<file path="config.mk">
export PLATFORM = sky130hd
export DESIGN_NAME = gap_sensor_adaptive_detector
export DESIGN_NICKNAME = d
export VERILOG_FILES = /design/src/rtl/core/gsad_pkg.sv /design/src/rtl/core/gsad_extreme_lists.sv /design/src/rtl/core/gap_sensor_adaptive_detector.sv
export VERILOG_INCLUDE_DIRS = /design/src /design/src/rtl/core
export SDC_FILE = /design/constraint.sdc
export NUM_CORES = 1
export LEC_CHECK = 0
export BUFFER_PORTS_ARGS = -buffer_cell sky130_fd_sc_hd__buf_2
export CORE_ASPECT_RATIO = 0.7
export CORE_UTILIZATION = 41
export CTS_CLUSTER_DIAMETER = 150
export CTS_CLUSTER_SIZE = 20
export DETAILED_ROUTE_END_ITERATION = 12
export PLACE_DENSITY = 0.65
export SLEW_MARGIN = 5
export SYNTH_ARGS = -nofsm -noshare
export SYNTH_HDL_FRONTEND = slang
export SYNTH_SLANG_ARGS = --single-unit
</file>
<file path="constraint.sdc">
create_clock -name aclk -period 19.1 [get_ports aclk]
set_input_delay 0.955 -clock aclk [delete_from_list [all_inputs] [get_ports aclk]]
set_output_delay 0.955 -clock aclk [all_outputs]
set_load 0.05 [all_outputs]
</file>
<file path="src/rtl/core/gap_sensor_adaptive_detector_defines.svh">
// ----------------------------------------------------------------------------
// Gap sensor adaptive detector: assertion macros
// Shared property wrappers, clocked on aclk and disabled while in reset.
// ----------------------------------------------------------------------------
`ifndef GAP_SENSOR_ADAPTIVE_DETECTOR_DEFINES_SVH
`define GAP_SENSOR_ADAPTIVE_DETECTOR_DEFINES_SVH

// consequent must hold in the same cycle as the antecedent
`define GSAD_ASSERT_HOLDS(label, ante, cons, msg) \
    label: assert property (@(posedge aclk) disable iff (!aresetn) (ante) |-> (cons)) \
        else $error(msg);

// consequent must hold in the cycle after the antecedent
`define GSAD_ASSERT_NEXT(label, ante, cons, msg) \
    label: assert property (@(posedge aclk) disable iff (!aresetn) (ante) |=> (cons)) \
        else $error(msg);

`endif

</file>
<file path="src/rtl/core/gsad_pkg.sv">
// ----------------------------------------------------------------------------
// gsad_pkg
// Types, widths and codes shared by the gap sensor detector modules.
// ----------------------------------------------------------------------------
package gsad_pkg;

    localparam int LIST_DEPTH  = 8;
    localparam int SAMPLE_BITS = 12;

    // configuration field widths
    localparam int LIMIT_BITS     = 12;
    localparam int BAND_BITS      = 10;
    localparam int COUNT_BITS     = 10;
    localparam int CFG_INDEX_BITS = 2;
    localparam int CFG_DATA_BITS  = LIMIT_BITS;

    // room for sample + margin + rise allowance without wrap
    localparam int WIDE_BITS = SAMPLE_BITS + 4;

    localparam int S_TDATA_BITS = ((SAMPLE_BITS + 7) / 8) * 8;
    localparam int M_TDATA_BITS = ((2 * SAMPLE_BITS + 7) / 8) * 8;
    localparam int STATUS_BITS  = 2;

    typedef logic [SAMPLE_BITS-1:0] sample_t;
    typedef logic [WIDE_BITS-1:0]   wide_t;
    typedef logic [COUNT_BITS-1:0]  count_t;

    localparam sample_t SAMPLE_MAX = '1;
    localparam count_t  COUNT_MAX  = '1;
    localparam wide_t   RISE_EXTRA = WIDE_BITS'(80);

    localparam logic [LIMIT_BITS-1:0] LOW_LIMIT_RESET = LIMIT_BITS'(400);
    localparam logic [BAND_BITS-1:0]  HYST_RESET      = BAND_BITS'(100);
    localparam count_t                MIN_WEB_RESET   = COUNT_BITS'(8);
    localparam count_t                MAX_WEB_RESET   = COUNT_BITS'(500);

    typedef enum logic [CFG_INDEX_BITS-1:0] {
        CFG_LOW_LIMIT = 2'd0,
        CFG_HYST      = 2'd1,
        CFG_MIN_WEB   = 2'd2,
        CFG_MAX_WEB   = 2'd3
    } cfg_index_t;

    typedef enum logic [STATUS_BITS-1:0] {
        ST_NORMAL   = 2'd0,
        ST_GAP      = 2'd1,
        ST_TOO_WIDE = 2'd2
    } status_t;

    // detector -> list store
    typedef struct packed {
        logic step;   // commit this request
        logic feed;   // start from cleared lists
        logic wipe;   // leave the lists cleared after this request
    } list_ctrl_t;

    // list store -> detector, values after this request's insert
    typedef struct packed {
        sample_t top_first;
        sample_t bottom_first;
        sample_t bottom_last;
    } list_view_t;

endpackage

</file>
<file path="src/rtl/core/gsad_extreme_lists.sv">
// ----------------------------------------------------------------------------
// gsad_extreme_lists
// Largest and smallest samples seen, kept sorted; parallel compare-and-shift
// insert of one sample per request.
// ----------------------------------------------------------------------------
module gsad_extreme_lists (
    input  logic                 aclk,
    input  logic                 aresetn,
    input  gsad_pkg::list_ctrl_t ctrl,
    input  gsad_pkg::sample_t    sample,
    output gsad_pkg::list_view_t view
);
    import gsad_pkg::*;

    sample_t top_reg [LIST_DEPTH];
    sample_t bot_reg [LIST_DEPTH];

    sample_t top_base [LIST_DEPTH];
    sample_t bot_base [LIST_DEPTH];
    sample_t top_ins  [LIST_DEPTH];
    sample_t bot_ins  [LIST_DEPTH];
    logic [LIST_DEPTH-1:0] above;
    logic [LIST_DEPTH-1:0] below;

    always_comb begin
        for (int i = 0; i < LIST_DEPTH; i++) begin
            top_base[i] = ctrl.feed ? '0 : top_reg[i];
            bot_base[i] = ctrl.feed ? SAMPLE_MAX : bot_reg[i];
            // strict compares: an equal sample lands after the existing entry
            above[i] = sample > top_base[i];
            below[i] = sample < bot_base[i];
        end
        for (int i = 0; i < LIST_DEPTH; i++) begin
            if (!above[i]) begin
                top_ins[i] = top_base[i];
            end else if (i == 0) begin
                top_ins[i] = sample;
            end else if (!above[i-1]) begin
                top_ins[i] = sample;
            end else begin
                top_ins[i] = top_base[i-1];
            end
            if (!below[i]) begin
                bot_ins[i] = bot_base[i];
            end else if (i == 0) begin
                bot_ins[i] = sample;
            end else if (!below[i-1]) begin
                bot_ins[i] = sample;
            end else begin
                bot_ins[i] = bot_base[i-1];
            end
        end
    end

    assign view.top_first    = top_ins[0];
    assign view.bottom_first = bot_ins[0];
    assign view.bottom_last  = bot_ins[LIST_DEPTH-1];

    always_ff @(posedge aclk) begin
        if (!aresetn) begin
            for (int i = 0; i < LIST_DEPTH; i++) begin
                top_reg[i] <= '0;
                bot_reg[i] <= SAMPLE_MAX;
            end
        end else if (ctrl.step) begin
            for (int i = 0; i < LIST_DEPTH; i++) begin
                top_reg[i] <= ctrl.wipe ? '0 : top_ins[i];
                bot_reg[i] <= ctrl.wipe ? SAMPLE_MAX : bot_ins[i];
            end
        end
    end

endmodule

</file>
<file path="src/rtl/core/gap_sensor_adaptive_detector.sv">
// ----------------------------------------------------------------------------
// gap_sensor_adaptive_detector
// Label/gap detector on one gap sensor sample per motor step, with
// self-calibrating threshold and hysteresis.
// ----------------------------------------------------------------------------
//  channel | direction | tdata                         | tuser
//  s_      | in        | sample                        | feed_start
//  m_      | out       | threshold_now, swing          | status
//  cfg_    | in        | cfg_index / cfg_data write    | -
//
//  One request per cycle sustained while m_tready stays high; a request passes
//  the input register, then the result register, which raises result tvalid.
//  The list insert and the detector decision sit combinationally between them.
//  Reset clears lists, threshold, swing and web tracking; configuration
//  returns to its defaults.
//  A stalled m_ side holds one result while the input register still takes
//  one more request.
// ----------------------------------------------------------------------------
`include "gap_sensor_adaptive_detector_defines.svh"

module gap_sensor_adaptive_detector (
    input  logic                                  aclk,
    input  logic                                  aresetn,
    // request channel
    input  logic                                  s_tvalid,
    output logic                                  s_tready,
    input  logic [gsad_pkg::S_TDATA_BITS-1:0]     s_tdata,   // [11:0] sample
    input  logic                                  s_tuser,   // [0] feed_start
    // result channel
    output logic                                  m_tvalid,
    input  logic                                  m_tready,
    output logic [gsad_pkg::M_TDATA_BITS-1:0]     m_tdata,   // [11:0] threshold_now, [23:12] swing
    output logic [gsad_pkg::STATUS_BITS-1:0]      m_tuser,   // [1:0] status
    // configuration writes
    input  logic                                  cfg_valid,
    output logic                                  cfg_ready,
    input  logic [gsad_pkg::CFG_INDEX_BITS-1:0]   cfg_index,
    input  logic [gsad_pkg::CFG_DATA_BITS-1:0]    cfg_data
);
    import gsad_pkg::*;

    // configuration
    logic [LIMIT_BITS-1:0] low_limit_reg;
    logic [BAND_BITS-1:0]  hyst_reg;
    count_t                min_web_reg;
    count_t                max_web_reg;

    assign cfg_ready = 1'b1;

    always_ff @(posedge aclk) begin
        if (!aresetn) begin
            low_limit_reg <= LOW_LIMIT_RESET;
            hyst_reg      <= HYST_RESET;
            min_web_reg   <= MIN_WEB_RESET;
            max_web_reg   <= MAX_WEB_RESET;
        end else if (cfg_valid) begin
            case (cfg_index_t'(cfg_index))
                CFG_LOW_LIMIT: low_limit_reg <= cfg_data[LIMIT_BITS-1:0];
                CFG_HYST:      hyst_reg      <= cfg_data[BAND_BITS-1:0];
                CFG_MIN_WEB:   min_web_reg   <= cfg_data[COUNT_BITS-1:0];
                CFG_MAX_WEB:   max_web_reg   <= cfg_data[COUNT_BITS-1:0];
                default: ;
            endcase
        end
    end

    // input register
    logic    in_valid_reg, in_valid_next;
    sample_t in_sample_reg;
    logic    in_feed_reg;
    logic    s_take;
    logic    fire;

    logic    m_valid_reg, m_valid_next;
    status_t status_reg;
    sample_t thr_out_reg;
    sample_t swing_out_reg;

    assign fire     = in_valid_reg && (!m_valid_reg || m_tready);
    assign s_tready = !in_valid_reg || fire;
    assign s_take   = s_tvalid && s_tready;

    always_comb begin
        in_valid_next = in_valid_reg;
        if (s_take) begin
            in_valid_next = 1'b1;
        end else if (fire) begin
            in_valid_next = 1'b0;
        end
    end

    always_ff @(posedge aclk) begin
        if (!aresetn) begin
            in_valid_reg <= 1'b0;
        end else begin
            in_valid_reg <= in_valid_next;
        end
    end

    always_ff @(posedge aclk) begin
        if (s_take) begin
            in_sample_reg <= s_tdata[SAMPLE_BITS-1:0];
            in_feed_reg   <= s_tuser;
        end
    end

    // extreme lists
    list_ctrl_t list_ctrl;
    list_view_t list_view;
    logic       wipe;

    assign list_ctrl.step = fire;
    assign list_ctrl.feed = in_feed_reg;
    assign list_ctrl.wipe = wipe;

    gsad_extreme_lists u_lists (
        .aclk    (aclk),
        .aresetn (aresetn),
        .ctrl    (list_ctrl),
        .sample  (in_sample_reg),
        .view    (list_view)
    );

    // detector state
    sample_t threshold_reg, threshold_next;
    sample_t swing_reg, swing_next;
    logic    in_web_reg, in_web_next;
    count_t  web_count_reg, web_count_next;
    status_t status_next;

    wide_t   s_w, thr_w, hyst_w, margin_w, bot_first_w, band_low_w;
    count_t  count_inc;
    logic    calibrated, rise, fall, past_min, too_long;
    sample_t renew_lo, renew_d;

    always_comb begin
        s_w         = WIDE_BITS'(in_sample_reg);
        thr_w       = WIDE_BITS'(threshold_reg);
        hyst_w      = WIDE_BITS'(hyst_reg);
        margin_w    = WIDE_BITS'(low_limit_reg >> 2);
        bot_first_w = WIDE_BITS'(list_view.bottom_first);
        band_low_w  = (thr_w > hyst_w) ? (thr_w - hyst_w) : '0;
        calibrated  = threshold_reg != '0;
        count_inc   = (web_count_reg == COUNT_MAX) ? web_count_reg : web_count_reg + 1'b1;
        past_min    = count_inc > min_web_reg;
        too_long    = count_inc > max_web_reg;

        if (calibrated) begin
            rise = s_w > (thr_w + hyst_w);
            fall = s_w < band_low_w;
        end else begin
            rise = (in_sample_reg == list_view.top_first)
                && (s_w > (bot_first_w + margin_w + RISE_EXTRA));
            fall = s_w < (bot_first_w + margin_w);
        end

        // calibrated gaps take the highest entry of the low list
        renew_lo = calibrated ? list_view.bottom_last : list_view.bottom_first;
        renew_d  = (list_view.top_first > renew_lo) ? (list_view.top_first - renew_lo) : '0;
    end

    always_comb begin
        threshold_next = threshold_reg;
        swing_next     = swing_reg;
        in_web_next    = in_web_reg;
        web_count_next = web_count_reg;
        status_next    = ST_NORMAL;
        wipe           = 1'b0;
        if (!in_web_reg) begin
            if (rise) begin
                in_web_next    = 1'b1;
                web_count_next = '0;
            end
        end else begin
            web_count_next = count_inc;
            if (past_min) begin
                if (fall) begin
                    in_web_next    = 1'b0;
                    web_count_next = '0;
                    status_next    = ST_GAP;
                    swing_next     = renew_d;
                    threshold_next = renew_lo + (renew_d >> 1);
                end else if (too_long) begin
                    in_web_next    = 1'b0;
                    web_count_next = '0;
                    status_next    = ST_TOO_WIDE;
                    threshold_next = '0;
                    wipe           = calibrated ? in_feed_reg : 1'b1;
                end
            end
        end
    end

    always_ff @(posedge aclk) begin
        if (!aresetn) begin
            threshold_reg <= '0;
            swing_reg     <= '0;
            in_web_reg    <= 1'b0;
            web_count_reg <= '0;
        end else if (fire) begin
            threshold_reg <= threshold_next;
            swing_reg     <= swing_next;
            in_web_reg    <= in_web_next;
            web_count_reg <= web_count_next;
        end
    end

    // result register
    always_comb begin
        m_valid_next = m_valid_reg;
        if (fire) begin
            m_valid_next = 1'b1;
        end else if (m_tready) begin
            m_valid_next = 1'b0;
        end
    end

    always_ff @(posedge aclk) begin
        if (!aresetn) begin
            m_valid_reg <= 1'b0;
        end else begin
            m_valid_reg <= m_valid_next;
        end
    end

    always_ff @(posedge aclk) begin
        if (fire) begin
            status_reg    <= status_next;
            thr_out_reg   <= threshold_next;
            swing_out_reg <= swing_next;
        end
    end

    assign m_tvalid = m_valid_reg;
    assign m_tuser  = status_reg;
    assign m_tdata  = M_TDATA_BITS'({swing_out_reg, thr_out_reg});

    // checks
    `GSAD_ASSERT_HOLDS(a_wide_drops_thr, m_valid_reg && (status_reg == ST_TOO_WIDE),
        thr_out_reg == '0, "too-wide result with a live threshold")
    `GSAD_ASSERT_NEXT(a_gap_leaves_web, fire && (status_next == ST_GAP),
        !in_web_reg && (web_count_reg == '0), "gap did not close the web")
    `GSAD_ASSERT_HOLDS(a_count_idle, !in_web_reg,
        web_count_reg == '0, "web counter running outside a web")

endmodule
</file>
==> impl_metrics.toml <==
[critical_path]
cp-end-kind = "flop"
r2r_setup_slack_ns = 10.30
rr_startpoint = "in_feed_reg"
crit_arrival_ns = 9.25
cp-start-kind = "flop"
reg2reg_depth = 25
crit_path_max_fanout = 85
path_class = "flop to flop"
r2r_end = "threshold_reg[6]"
worstPathRequired_ns = 19.55

[logic_synthesis]
syn_nets = 2318
yosysSeqAreaShare_pct = 33.9
ys.flop_type = "edfxtp_1"
synth_top_cells_by_count = "nor2_1, nand2_1, ha_1"
synth.most_common_cell = "nor2_1"
syn_inst = 2059
yosysUniqueCellTypes = 88
syn_area_per_cell_um2 = 8.53
synth_top_area_share_pct = 25.1
synth_top_area_cell = "edfxtp_1"
synth_edf_count = 147
synth-seq-cells = 224
ys.warnings.count = 0
syn-cell-area_um2 = 17600
ys_top_cells_by_area = "edfxtp_1, ha_1, dfxtp_1"
ys_async_sr_fraction_pct = 0

[cts]
h-tree-depth = 1
holdBufCountCts = 0
root_buffer = "clkbuf_16"
cts_setup_buffers = 0
clk_path_buf_depth = 3
clk_pin_slew_ns = 0.09
cts_buffers = 15
clkLatencyLatePin_ns = 0.52
cts_num_sinks = 224
cts_resized = 0
cts_tree = "yes"

[finish]
synthToLayoutAreaGrowth_pct = 6.92
largest_reg_flops = 96
instances_no_fill = 2605
fill_cells = 4135
drive_above_1_share_pct = 6.97
n_antenna_cell = 0
final_nets = 2305
multi_input_area_um2 = 10900
seq_area_um2 = 5960

[placed_design]
place_ws_ns = 10.53
numPortBuffers = 59
dpl.cell_count = 2581
place_congestion = 0.936
dpl.hpwl_um = 35000

[job]
drv_cap = 0

[timing]
fmax_mhz = 114
rsz0062_at_grt = "false"
setup_viol = 0
hold_viol = 0
fin_setup_tns_ns = 0
fin_ws_ns = 10.30
min_period_ns = 8.80
finClkSkew_ns = 0.0472
max_slew_margin_pct = 21.5
finalCritPeriodShare_pct = 46.1
finalMaxSlewViolations = 0
worstMarginPinSlew_ns = 1.17

[floorplanning]
rows = 63
coreArea_um2 = 42300
fp.dieH_um = 175
pin_count = 65
die-area_um2 = 43700
initial_core_util_pct = 41.6
fp.dieW_um = 249

[routing]
drt_iter0_markers = 1499
drc_errors = 0
wl_um = 49000
first_pass_iters = 6
vias = 15300
via_per_inst = 5.86
ant_nets = 0
routedWlPerCell_um = 18.8

[global_route]
grt.overflow.total = 0
grtUsageTotal_pct = 22.2
antenna_found_initial = 1
grt_pass1_vias = 14200
grt_pass1_wl_um = 77900
grt_max_degree = 104

[power_and_ir_drop]
peakVddDrop_uv = 44.7
leakagePower_nw = 7.39
power_density_nw_per_um2 = 60.3

[worst_hold_path]
min-delay-start = "swing_reg[7]"
worstHoldEndpoint = "swing_reg[7]"
worstHoldPathCells = 2
hold_path.class = "flop to flop"

[status]
outcome = "completed"
[how the worst max path moves through the flow]
stage	from	slack (ns)	endpoint	cells past startpoint
global route	in_feed_reg	9.67	thr_out_reg[11]	30
finish	in_feed_reg	10.30	threshold_reg[6]	25
detailed placement	in_feed_reg	10.53	thr_out_reg[11]	30
global placement	in_feed_reg	10.53	thr_out_reg[11]	30
CTS	in_feed_reg	10.44	thr_out_reg[11]	30
floorplan	in_feed_reg	11.01	thr_out_reg[9]	34
[area by class of cell]
type / instances / area share, %
Multi-Input combinational cell: 1634 / 57.9
Sequential cell: 224 / 31.7
Tap cell: 552 / 3.68
Timing Repair Buffer: 93 / 2.93
Clock buffer: 23 / 2.16
Inverter: 78 / 1.56
Clock inverter: 1 / 0.0866
[per-stage QoR]
stage	power (mW)	util [%]	hold slack (ns)	instance area [um^2]
finish	1.13	44.4	0.455	18800
global route	1.18	44.4	0.472	18800
CTS	1.14	44.4	0.457	18800
detailed placement	0.804	43.4	0.445	18400
global placement	0.796	43.4	0.438	18400
floorplan	0.732	-	0.432	17600
[report_power, final]
| group | internal, mW | switching [mW] |
|---|---|---|
| clock | 0.150 | 0.182 |
| combinational | 0.0926 | 0.173 |
| sequential | 0.526 | 0.00781 |
[critical path, stage by stage, from the launching register on]
cell and delay, ns:
edfxtp_1 0.33, buf_4 0.63, or2_1 0.31, inv_1 0.18
ha_1 0.35, nand4_1 0.18, or4_1 0.53, o21a_1 0.26
nand2_2 0.39, nor2_1 0.07, a21oi_1 0.71, ha_1 0.43
nand3_1 0.09, a21oi_1 0.07, o311ai_1 0.61, a21oi_1 0.16
o211a_1 0.27, a211oi_2 0.41, ha_1 0.33, o21a_1 0.11
o21ai_0 0.20, a32oi_1 0.20, o2111ai_1 0.25, nand4_1 0.66
nor2_1 0.73, a22o_1 0.22
[logic make-up after synthesis]
group / share of synthesized area [%]
and+or+nand+nor: 18.8
AOI/OAI and AO/OA: 22.4
adders and majority gates: 16.2
DFF: 33.9
buffers and inverters: 4.45
xor gates and xnor gates: 2.84
muxes: 1.43
other: 0.0214
[metal layers]
layer  global-route usage [%]  part of all wire (%)  vias up
li1                         -                     -     7480
met1                     34.2                    50     7259
met2                     31.4                    40      486
met3                     4.98                   8.4       37
met4                     3.32                   1.2        0
met5                        0                     0        -
[placed cells by master, fill, tap and decap left out, types with 11 or more instances in the layout]
cell,n
a211o_1,18
a211oi_1,13
a21o_1,29
a21oi_1,177
a22o_1,20
and2_1,18
and3_1,17
buf_2,59
buf_4,34
clkbuf_16,15
dfxtp_1,77
edfxtp_1,147
ha_1,218
inv_1,74
mux2_1,12
nand2_1,223
nand2b_1,30
nand3_1,42
nand4_1,18
nor2_1,248
nor2b_1,17
nor3_1,43
nor4_1,11
o211ai_1,57
o21a_1,31
o21ai_0,128
o21ai_1,22
o21bai_1,11
o311ai_1,12
o31ai_1,11
xnor2_1,35
xor2_1,22
No activity file was read; power rests on OpenSTA's default activity.
